===== src/hw/rtl/jddc_pkg.sv =====
`timescale 1ns / 1ps
// ----------------------------------------------------------------------------
// jddc_pkg
// shared types, codes and helpers for the differential drive mixer
// ----------------------------------------------------------------------------
package jddc_pkg;

  // configuration register indexes
  localparam logic [1:0] REG_DEADZONE      = 2'd0;
  localparam logic [1:0] REG_DEBOUNCE_MS   = 2'd1;
  localparam logic [1:0] REG_FLIPPER_ANGLE = 2'd2;

  // configuration reset values
  localparam logic [6:0]  DEADZONE_RST      = 7'd10;
  localparam logic [15:0] DEBOUNCE_MS_RST   = 16'd100;
  localparam logic [6:0]  FLIPPER_ANGLE_RST = 7'd60;

  // motor direction codes (2-bit two's complement)
  localparam logic [1:0] DIR_STOP = 2'b00;
  localparam logic [1:0] DIR_FWD  = 2'b01;
  localparam logic [1:0] DIR_REV  = 2'b11;

  localparam logic [7:0] FULL_DUTY = 8'd255;
  localparam logic [7:0] SERVO_MID = 8'd90;

  // request to the shared multiply / compare unit
  typedef struct packed {
    logic [7:0]  a;
    logic [7:0]  b;
    logic [15:0] cmp;
  } alu_req_t;

  // response of the shared unit
  typedef struct packed {
    logic [15:0] prod;
    logic        fits;  // prod <= cmp
    logic [7:0]  sat;   // prod >> 7, clipped at full duty
  } alu_rsp_t;

  // axis magnitude 0..128 to duty 0..255: mag * 255 / 128
  function automatic logic [7:0] map_axis(input logic [7:0] mag);
    logic [15:0] t;
    t = {mag, 8'b0} - {8'b0, mag};
    return t[14:7];
  endfunction

endpackage


===== src/hw/rtl/jddc_alu.sv =====
`timescale 1ns / 1ps
// ----------------------------------------------------------------------------
// jddc_alu
// shared 8x8 multiplier with compare and duty saturation
// ----------------------------------------------------------------------------
module jddc_alu import jddc_pkg::*; (
  input  alu_req_t req,
  output alu_rsp_t rsp
);

  logic [15:0] prod;

  assign prod     = req.a * req.b;
  assign rsp.prod = prod;
  assign rsp.fits = (prod <= req.cmp);
  // values of 2^15 and up exceed 255 after the shift
  assign rsp.sat  = prod[15] ? FULL_DUTY : prod[14:7];

endmodule


===== src/hw/rtl/joystick_differential_drive_control_core.sv =====
`timescale 1ns / 1ps
// ----------------------------------------------------------------------------
// joystick_differential_drive_control_core
// arcade-drive mixer: stick to two motor commands, drum and flipper toggles,
// emergency stop latch and safety interlock
// ----------------------------------------------------------------------------
//
// channel   dir   handshake              payload
// in_*      in    in_valid / in_ready    link, buttons, stick x/y, now_ms
// out_*     out   out_valid / out_ready  motor dirs/powers, drum, servos, status
// cfg_*     in    cfg_valid / cfg_ready  cfg_index, cfg_data
//
// after accept a transaction steps through the states in order: square
// and sum the axes, run the bitwise square root from the top bit down,
// scale the arc powers, register the result; all of it goes through the
// one shared multiplier
// reset (synchronous, active low) clears the stop, flipper and drum latches,
// sets the safety interlock and reloads the configuration defaults
// a stalled output holds the finished transaction; the next result waits
// in the final state until the output register frees up
// in_ready is high only while the sequencer is idle; cfg_ready is always high
//
module joystick_differential_drive_control_core import jddc_pkg::*; (
  input  logic        clk,
  input  logic        rst_n,

  input  logic        in_valid,
  output logic        in_ready,
  input  logic        in_link_up,
  input  logic        in_stop_button,
  input  logic signed [7:0] in_stick_y,
  input  logic signed [7:0] in_stick_x,
  input  logic        in_flip_button,
  input  logic        in_drum_button,
  input  logic        in_safety_button,
  input  logic [31:0] in_now_ms,

  output logic        out_valid,
  input  logic        out_ready,
  output logic signed [1:0] out_left_dir,
  output logic [7:0]  out_left_power,
  output logic signed [1:0] out_right_dir,
  output logic [7:0]  out_right_power,
  output logic        out_drum_run,
  output logic [7:0]  out_servo_a_angle,
  output logic [7:0]  out_servo_b_angle,
  output logic        out_servo_update,
  output logic        out_estop_active,
  output logic        out_safety_on,

  input  logic        cfg_valid,
  output logic        cfg_ready,
  input  logic [1:0]  cfg_index,
  input  logic [15:0] cfg_data
);

  // sequencer states
  localparam logic [2:0] S_IDLE = 3'd0;
  localparam logic [2:0] S_SQX  = 3'd1;  // ax * ax
  localparam logic [2:0] S_SQY  = 3'd2;  // + ay * ay
  localparam logic [2:0] S_ROOT = 3'd3;  // one root bit per cycle
  localparam logic [2:0] S_SCL  = 3'd4;  // left power * magnitude
  localparam logic [2:0] S_SCR  = 3'd5;  // right power * magnitude
  localparam logic [2:0] S_DONE = 3'd6;  // load output register

  // configuration
  logic [6:0]  deadzone_r;
  logic [15:0] debounce_r;
  logic [6:0]  flip_angle_r;

  // persistent state
  logic        estop_r, estop_nxt;
  logic        safety_r, safety_nxt;
  logic        flipper_r, flipper_nxt;
  logic        drum_r, drum_nxt;
  logic [31:0] flip_time_r, flip_time_nxt;
  logic [31:0] drum_time_r, drum_time_nxt;

  // sequencer and working registers
  logic [2:0]  state_r, state_nxt;
  logic [2:0]  bit_r, bit_nxt;
  logic [7:0]  ax_r, ax_nxt;
  logic [7:0]  ay_r, ay_nxt;
  logic [15:0] sum_r, sum_nxt;
  logic [7:0]  root_r, root_nxt;
  logic [7:0]  lbase_r, lbase_nxt;
  logic [7:0]  rbase_r, rbase_nxt;
  logic        arc_r, arc_nxt;
  logic        drive_r, drive_nxt;
  logic [1:0]  ld_r, ld_nxt;
  logic [1:0]  rd_r, rd_nxt;
  logic [7:0]  lp_r, lp_nxt;
  logic [7:0]  rp_r, rp_nxt;

  // output register
  logic        ov_r, ov_nxt;
  logic [1:0]  o_ld_r, o_rd_r;
  logic [7:0]  o_lp_r, o_rp_r, o_sa_r, o_sb_r;
  logic        o_drum_r, o_upd_r, o_estop_r, o_safety_r;

  alu_req_t    alu_req;
  alu_rsp_t    alu_rsp;

  logic        in_acc;
  logic        out_free;
  logic [7:0]  abs_x, abs_y;
  logic        xc, yc;
  logic [31:0] flip_el, drum_el;
  logic [7:0]  trial;
  logic [6:0]  servo_off;
  logic [7:0]  servo_a, servo_b;

  jddc_alu u_alu (
    .req (alu_req),
    .rsp (alu_rsp)
  );

  assign in_ready  = (state_r == S_IDLE);
  assign in_acc    = in_valid && in_ready;
  assign cfg_ready = 1'b1;
  assign out_free  = !ov_r || out_ready;

  // -128 wraps to 0x80, read as unsigned 128
  assign abs_x = in_stick_x[7] ? 8'(-in_stick_x) : in_stick_x;
  assign abs_y = in_stick_y[7] ? 8'(-in_stick_y) : in_stick_y;
  assign xc    = abs_x < {1'b0, deadzone_r};
  assign yc    = abs_y < {1'b0, deadzone_r};

  // elapsed time since last accepted toggle, modulo 2^32
  assign flip_el = in_now_ms - flip_time_r;
  assign drum_el = in_now_ms - drum_time_r;

  assign trial = root_r | (8'd1 << bit_r);

  // servo offset clipped at 90 degrees
  assign servo_off = (flip_angle_r > SERVO_MID[6:0]) ? SERVO_MID[6:0] : flip_angle_r;
  assign servo_a   = flipper_r ? SERVO_MID + {1'b0, servo_off} : SERVO_MID;
  assign servo_b   = flipper_r ? SERVO_MID - {1'b0, servo_off} : SERVO_MID;

  // shared unit operand select
  always_comb begin
    alu_req = '0;
    case (state_r)
      S_SQX: begin
        alu_req.a = ax_r;
        alu_req.b = ax_r;
      end
      S_SQY: begin
        alu_req.a = ay_r;
        alu_req.b = ay_r;
      end
      S_ROOT: begin
        alu_req.a   = trial;
        alu_req.b   = trial;
        alu_req.cmp = sum_r;
      end
      S_SCL: begin
        alu_req.a = lbase_r;
        alu_req.b = root_r;
      end
      S_SCR: begin
        alu_req.a = rbase_r;
        alu_req.b = root_r;
      end
      default: alu_req = '0;
    endcase
  end

  always_comb begin
    state_nxt     = state_r;
    bit_nxt       = bit_r;
    ax_nxt        = ax_r;
    ay_nxt        = ay_r;
    sum_nxt       = sum_r;
    root_nxt      = root_r;
    lbase_nxt     = lbase_r;
    rbase_nxt     = rbase_r;
    arc_nxt       = arc_r;
    drive_nxt     = drive_r;
    ld_nxt        = ld_r;
    rd_nxt        = rd_r;
    lp_nxt        = lp_r;
    rp_nxt        = rp_r;
    estop_nxt     = estop_r;
    safety_nxt    = safety_r;
    flipper_nxt   = flipper_r;
    drum_nxt      = drum_r;
    flip_time_nxt = flip_time_r;
    drum_time_nxt = drum_time_r;
    ov_nxt        = ov_r && !out_ready;

    case (state_r)
      S_IDLE: begin
        if (in_acc) begin
          state_nxt = S_SQX;
          ax_nxt    = abs_x;
          ay_nxt    = abs_y;
          root_nxt  = '0;
          bit_nxt   = 3'd7;
          arc_nxt   = 1'b0;
          drive_nxt = 1'b0;
          ld_nxt    = DIR_STOP;
          rd_nxt    = DIR_STOP;
          lp_nxt    = '0;
          rp_nxt    = '0;
          // inner wheel of an arc runs at mapped |y|, outer at full duty
          if (in_stick_x > 8'sd0) begin
            lbase_nxt = FULL_DUTY;
            rbase_nxt = map_axis(abs_y);
          end else begin
            lbase_nxt = map_axis(abs_y);
            rbase_nxt = FULL_DUTY;
          end
          if (in_link_up) begin
            if (in_stop_button || estop_r) begin
              estop_nxt  = 1'b1;
              safety_nxt = 1'b1;
            end else begin
              if (in_flip_button && (flip_el > {16'b0, debounce_r})) begin
                flipper_nxt   = !flipper_r;
                flip_time_nxt = in_now_ms;
              end
              if (in_drum_button && (drum_el > {16'b0, debounce_r})) begin
                drum_nxt      = !drum_r;
                drum_time_nxt = in_now_ms;
              end
              if (yc && xc) begin
                ld_nxt = DIR_STOP;
                rd_nxt = DIR_STOP;
              end else if (yc) begin
                // spin in place
                ld_nxt = (in_stick_x > 8'sd0) ? DIR_FWD : DIR_REV;
                rd_nxt = (in_stick_x > 8'sd0) ? DIR_REV : DIR_FWD;
                lp_nxt = map_axis(abs_x);
                rp_nxt = map_axis(abs_x);
              end else if (xc) begin
                // straight, zero y counts as forward
                ld_nxt = in_stick_y[7] ? DIR_REV : DIR_FWD;
                rd_nxt = in_stick_y[7] ? DIR_REV : DIR_FWD;
                lp_nxt = map_axis(abs_y);
                rp_nxt = map_axis(abs_y);
              end else begin
                // arc, zero y counts as reverse
                arc_nxt = 1'b1;
                ld_nxt  = (in_stick_y > 8'sd0) ? DIR_FWD : DIR_REV;
                rd_nxt  = (in_stick_y > 8'sd0) ? DIR_FWD : DIR_REV;
              end
              safety_nxt = in_safety_button ? !safety_r : safety_r;
              drive_nxt  = in_safety_button ? safety_r : !safety_r;
            end
          end
        end
      end
      S_SQX: begin
        sum_nxt   = alu_rsp.prod;
        state_nxt = S_SQY;
      end
      S_SQY: begin
        sum_nxt   = sum_r + alu_rsp.prod;
        state_nxt = S_ROOT;
      end
      S_ROOT: begin
        // keep the trial bit when its square still fits
        if (alu_rsp.fits) begin
          root_nxt = trial;
        end
        if (bit_r == 3'd0) begin
          state_nxt = S_SCL;
        end else begin
          bit_nxt = bit_r - 3'd1;
        end
      end
      S_SCL: begin
        if (arc_r) begin
          lp_nxt = alu_rsp.sat;
        end
        state_nxt = S_SCR;
      end
      S_SCR: begin
        if (arc_r) begin
          rp_nxt = alu_rsp.sat;
        end
        state_nxt = S_DONE;
      end
      S_DONE: begin
        if (out_free) begin
          ov_nxt    = 1'b1;
          state_nxt = S_IDLE;
        end
      end
      default: state_nxt = S_IDLE;
    endcase
  end

  // control state and configuration
  always_ff @(posedge clk) begin
    if (!rst_n) begin
      state_r      <= S_IDLE;
      ov_r         <= 1'b0;
      estop_r      <= 1'b0;
      safety_r     <= 1'b1;
      flipper_r    <= 1'b0;
      drum_r       <= 1'b0;
      flip_time_r  <= '0;
      drum_time_r  <= '0;
      deadzone_r   <= DEADZONE_RST;
      debounce_r   <= DEBOUNCE_MS_RST;
      flip_angle_r <= FLIPPER_ANGLE_RST;
    end else begin
      state_r     <= state_nxt;
      ov_r        <= ov_nxt;
      estop_r     <= estop_nxt;
      safety_r    <= safety_nxt;
      flipper_r   <= flipper_nxt;
      drum_r      <= drum_nxt;
      flip_time_r <= flip_time_nxt;
      drum_time_r <= drum_time_nxt;
      if (cfg_valid && cfg_ready) begin
        case (cfg_index)
          REG_DEADZONE:      deadzone_r   <= cfg_data[6:0];
          REG_DEBOUNCE_MS:   debounce_r   <= cfg_data;
          REG_FLIPPER_ANGLE: flip_angle_r <= cfg_data[6:0];
          default: ;
        endcase
      end
    end
  end

  // working registers
  always_ff @(posedge clk) begin
    bit_r   <= bit_nxt;
    ax_r    <= ax_nxt;
    ay_r    <= ay_nxt;
    sum_r   <= sum_nxt;
    root_r  <= root_nxt;
    lbase_r <= lbase_nxt;
    rbase_r <= rbase_nxt;
    ld_r    <= ld_nxt;
    rd_r    <= rd_nxt;
    lp_r    <= lp_nxt;
    rp_r    <= rp_nxt;
  end

  always_ff @(posedge clk) begin
    if (!rst_n) begin
      arc_r   <= 1'b0;
      drive_r <= 1'b0;
    end else begin
      arc_r   <= arc_nxt;
      drive_r <= drive_nxt;
    end
  end

  // output register, drive fields masked when not driving
  always_ff @(posedge clk) begin
    if (state_r == S_DONE && out_free) begin
      o_ld_r     <= drive_r ? ld_r : DIR_STOP;
      o_rd_r     <= drive_r ? rd_r : DIR_STOP;
      o_lp_r     <= drive_r ? lp_r : 8'd0;
      o_rp_r     <= drive_r ? rp_r : 8'd0;
      o_drum_r   <= drive_r && drum_r;
      o_sa_r     <= servo_a;
      o_sb_r     <= servo_b;
      o_upd_r    <= drive_r;
      o_estop_r  <= estop_r;
      o_safety_r <= safety_r;
    end
  end

  assign out_valid         = ov_r;
  assign out_left_dir      = o_ld_r;
  assign out_left_power    = o_lp_r;
  assign out_right_dir     = o_rd_r;
  assign out_right_power   = o_rp_r;
  assign out_drum_run      = o_drum_r;
  assign out_servo_a_angle = o_sa_r;
  assign out_servo_b_angle = o_sb_r;
  assign out_servo_update  = o_upd_r;
  assign out_estop_active  = o_estop_r;
  assign out_safety_on     = o_safety_r;

  // emergency stop stays latched until reset
  a_estop_sticky: assert property (@(posedge clk) disable iff (!rst_n)
    estop_r |=> estop_r)
    else $error("estop latch released");

  // a latched stop always keeps the interlock on
  a_estop_safety: assert property (@(posedge clk) disable iff (!rst_n)
    estop_r |-> safety_r)
    else $error("estop without safety");

  // no motor power in a result that reports the interlock on
  a_no_power_safe: assert property (@(posedge clk) disable iff (!rst_n)
    ov_r && (o_lp_r != 8'd0 || o_rp_r != 8'd0) |-> !o_safety_r && o_upd_r)
    else $error("motor power with safety on");

  // an accepted transaction starts the sequencer
  a_accept_start: assert property (@(posedge clk) disable iff (!rst_n)
    in_acc |=> state_r == S_SQX)
    else $error("sequencer did not start");

endmodule

===== config.mk =====
export PLATFORM = sky130hd
export DESIGN_NAME = joystick_differential_drive_control_core
export DESIGN_NICKNAME = d
export VERILOG_FILES = /design/src/hw/rtl/jddc_pkg.sv /design/src/hw/rtl/jddc_alu.sv /design/src/hw/rtl/joystick_differential_drive_control_core.sv
export SDC_FILE = /design/constraint.sdc
export NUM_CORES = 1
export LEC_CHECK = 0
export BUFFER_PORTS_ARGS = -buffer_cell sky130_fd_sc_hd__buf_2
export CAP_MARGIN = 20
export CORE_AREA = 10 10 226 228
export CTS_CLUSTER_DIAMETER = 50
export CTS_CLUSTER_SIZE = 20
export DETAILED_ROUTE_END_ITERATION = 6
export DIE_AREA = 0 0 236 238
export PLACE_DENSITY = 0.65
export SLEW_MARGIN = 15
export SYNTH_ARGS = -nofsm -noshare
export SYNTH_HDL_FRONTEND = slang
export SYNTH_SLANG_ARGS = --single-unit
export TNS_END_PERCENT = 30

===== constraint.sdc =====
create_clock -name clk -period 10.2 [get_ports clk]
set_input_delay 0.51 -clock clk [delete_from_list [all_inputs] [get_ports clk]]
set_output_delay 0.51 -clock clk [all_outputs]
set_load 0.1 [all_outputs]

==> results.yml <==
run_status:
  outcome: "completed"
flow_run:
  maxCapViolCount: 0
clock_tree:
  hold_buffers: 0
  tritoncts: "built"
  cts_root_buf: "clkbuf_16"
  clock_path_buffers: 3
  cts_sinks: 220
  cts_resized: 0
  post_cts_buffers: 0
  clk_pin_slew_ns: 0.06
  cts_buffers: 28
  clk_latency_ns: 0.58
  h-tree-depth: 1
grt:
  grt_remaining_overflow: 0
  grtUsageTotal_pct: 15.84
  grt_pass1_vias: 14270
  grt_max_degree: 88
  grt_pass1_wl_mm: 74.26
  antenna_found_initial: 6
route:
  drc: 0
  viasPerCell: 5.354
  first_iter_violations: 1019
  wl_mm: 46.26
  postRouteAntennaNets: 0
  vias: 14540
  first_pass_iters: 5
  wl_per_cell_um: 17.04
timing:
  hold_viol_final: 0
  rsz0062_at_grt: "no"
  worst_slack_ns: 1.540
  setup_violations: 0
  relSlewSlack_pct: 25.08
  fin_crit_ns: 8.660
  finalCritPeriodShare_pct: 84.90
  worst_clock_skew_ns: 0.01729
  report.final.slew_viol_count: 0
  clock.fmax_ghz: 0.1155
  tightest_slew_ns: 1.117
  tns_ns: 0
power:
  ir_drop_mv: 0.1466
  leakage_nw: 8.220
  p_per_area_nw_per_um2: 152.0
cells_and_area:
  final_nets: 2384
  final_layout_size_suffix_gt1_share_pct: 10.40
  final_common_cell: "nand2_1"
  final_core_util_pct: 42.12
  final_cell_mix: "nand2_1, ha_1, inv_1"
  syn2layout_area_growth_pct: 11.51
critical_path:
  critPathMaxFanout: 25
  cp.arrival_ns: 8.94
  critical_path_class: "reg2reg"
  required_ns: 10.48
  critPathCaptureType: "register"
  worstSetupStartpointType: "register"
die:
  die_height_um: 238
  die_w_um: 236
  coreArea_um2: 46360
  die-area_um2: 56170
  start_util_pct: 37.77
  rows: 79
  pin_count: 119
yosys:
  yosysSeqAreaShare_pct: 31.78
  synth_warnings: 0
  synth_edf_count: 116
  ys_ff_latch: 220
  netlist_instances: 2011
  synth.net_count: 2309
  avgSynthCellArea_um2: 8.708
  yosys.cell_types.count: 81
  async_flop_share_pct: 0
  ys.flop_type: "edfxtp_1"
  synth_area_um2: 17510
placed_design:
  globalplace.congestion: 0.9274
  pre_cts_slack_ns: 1.505
  dpl.hpwl_mm: 36.61
  io_buffers: 117
min_path:
  hold_class: "in2reg"
## synthesized netlist by cell type (9+ instances only)
master | n | area share (%)
a211oi_1 | 16 | 0.69
a221oi_1 | 13 | 0.65
nand3_1 | 29 | 0.83
nor3_1 | 35 | 1.0
a21boi_0 | 21 | 0.90
or3_1 | 9 | 0.32
clkbuf_1 | 73 | 1.6
ha_1 | 183 | 13
nor2b_1 | 31 | 1.1
and2_1 | 28 | 1.0
o21bai_1 | 19 | 0.81
o211ai_1 | 24 | 1.0
edfxtp_1 | 116 | 20
a21oi_1 | 133 | 3.8
xor2_1 | 38 | 1.9
a21o_1 | 44 | 1.9
mux2i_1 | 81 | 4.6
o21ai_0 | 76 | 2.2
a31oi_1 | 16 | 0.57
nor4_1 | 12 | 0.43
nor2_1 | 146 | 3.1
o31ai_1 | 13 | 0.56
nand2_1 | 253 | 5.4
nand4_1 | 21 | 0.75
o21ai_1 | 24 | 0.69
xnor2_1 | 50 | 2.5
o21a_1 | 16 | 0.69
nand2b_1 | 22 | 0.79
fa_1 | 39 | 4.5
inv_1 | 178 | 3.8
or2_2 | 19 | 0.68
dfxtp_1 | 104 | 12
and3_1 | 20 | 0.71
a22oi_1 | 9 | 0.39
## critical path, cell delays in order (launching register included)
cell	delay (ns)
dfxtp_1	0.72
nor2b_1	0.51
and2_1	0.71
a221oi_1	0.41
or2_2	0.39
fa_1	0.51
fa_1	0.54
inv_1	0.05
fa_1	0.53
inv_1	0.05
fa_1	0.52
inv_1	0.04
ha_1	0.32
inv_1	0.07
o21bai_1	0.08
a21o_1	0.20
a21oi_1	0.20
o21ai_0	0.14
o41ai_1	0.47
xnor2_2	0.30
ha_1	0.39
nand3_1	0.09
o21ai_0	0.11
o311ai_0	0.36
a21boi_0	0.15
o311ai_1	0.27
buf_4	0.22
## metal layers
metal  GRT usage [%]  vias up  share of wire (%)
met5               0        -                  0
met4           4.429        0                2.6
met3           2.275       71                5.7
met2           25.79      417                 45
met1           21.48     6800                 47
li1                -     7249                  -
## logic make-up (layout without fill, tap and decap cells)
| kind of cell | count (synthesis) | count (layout) | share of synthesized area, % |
|---|---|---|---|
| XOR/XNOR | 88 | 88 | 4.401 |
| flip-flops | 220 | 220 | 31.78 |
| AND/OR/NAND/NOR | 652 | 652 | 17.47 |
| other | 1 | 3 | 0.02141 |
| buffers and inverters | 266 | 361 | 6.309 |
| adder cells (fa/ha/maj) | 222 | 222 | 17.53 |
| multiplexers | 84 | 84 | 4.823 |
| AO/OA/AOI/OAI | 478 | 478 | 17.66 |
## flip-flops by register name (all words and copies together), names as in the netlist, 2 cells and up
signal	count
out_right_power	8
flip_time_r	32
sum_r	16
rbase_r	8
debounce_r	16
out_servo_a_angle	8
out_left_power	8
flip_angle_r	7
root_r	8
out_servo_b_angle	7
deadzone_r	7
ax_r	8
lp_r	8
bit_r	3
out_left_dir	2
drum_time_r	32
lbase_r	8
ay_r	8
state_r	3
ld_r	2
rp_r	8
## path summary, 6_finish.rpt
kind | cells after the start | start | to | slack, ns
max reg2reg | 26 | state_r[2] | root_r[6] | 1.54
min | 3 | cfg_data[11] | debounce_r[11] | 0.19
min reg2reg | 2 | flip_time_r[9] | flip_time_r[9] | 0.46
max | 26 | state_r[2] | root_r[6] | 1.54
## report_power, final
group          total [mW]  internal [mW]  switching, mW
Clock                1.02          0.578          0.441
Combinational       0.921          0.359          0.562
Sequential           1.03          0.997         0.0308
## layout make-up
| cell class | count | area [µm²] |
|---|---|---|
| clock inverters | 21 | 251.5 |
| clock buffers | 29 | 714.4 |
| inverters | 178 | 668.1 |
| well taps | 607 | 759.5 |
| flip-flops and latches | 220 | 5565 |
| diodes | 2 | 5.005 |
| fillers | 4567 | 26830 |
| repair buffers | 133 | 708.2 |
| multi-input cells | 1525 | 10860 |
## metrics by stage
step	instance area, µm²	hold slack [ns]	power [mW]	cells
after floorplan	17510	0.4314	1.718	2011
after global placement	18540	0.4436	1.931	2662
after detailed placement	18540	0.4475	1.955	2662
after CTS	19510	0.1690	2.982	2712
after global routing	19520	0.2032	3.146	2713
final	19530	0.1868	2.969	2715
No activity file was read; power rests on OpenSTA's default activity.
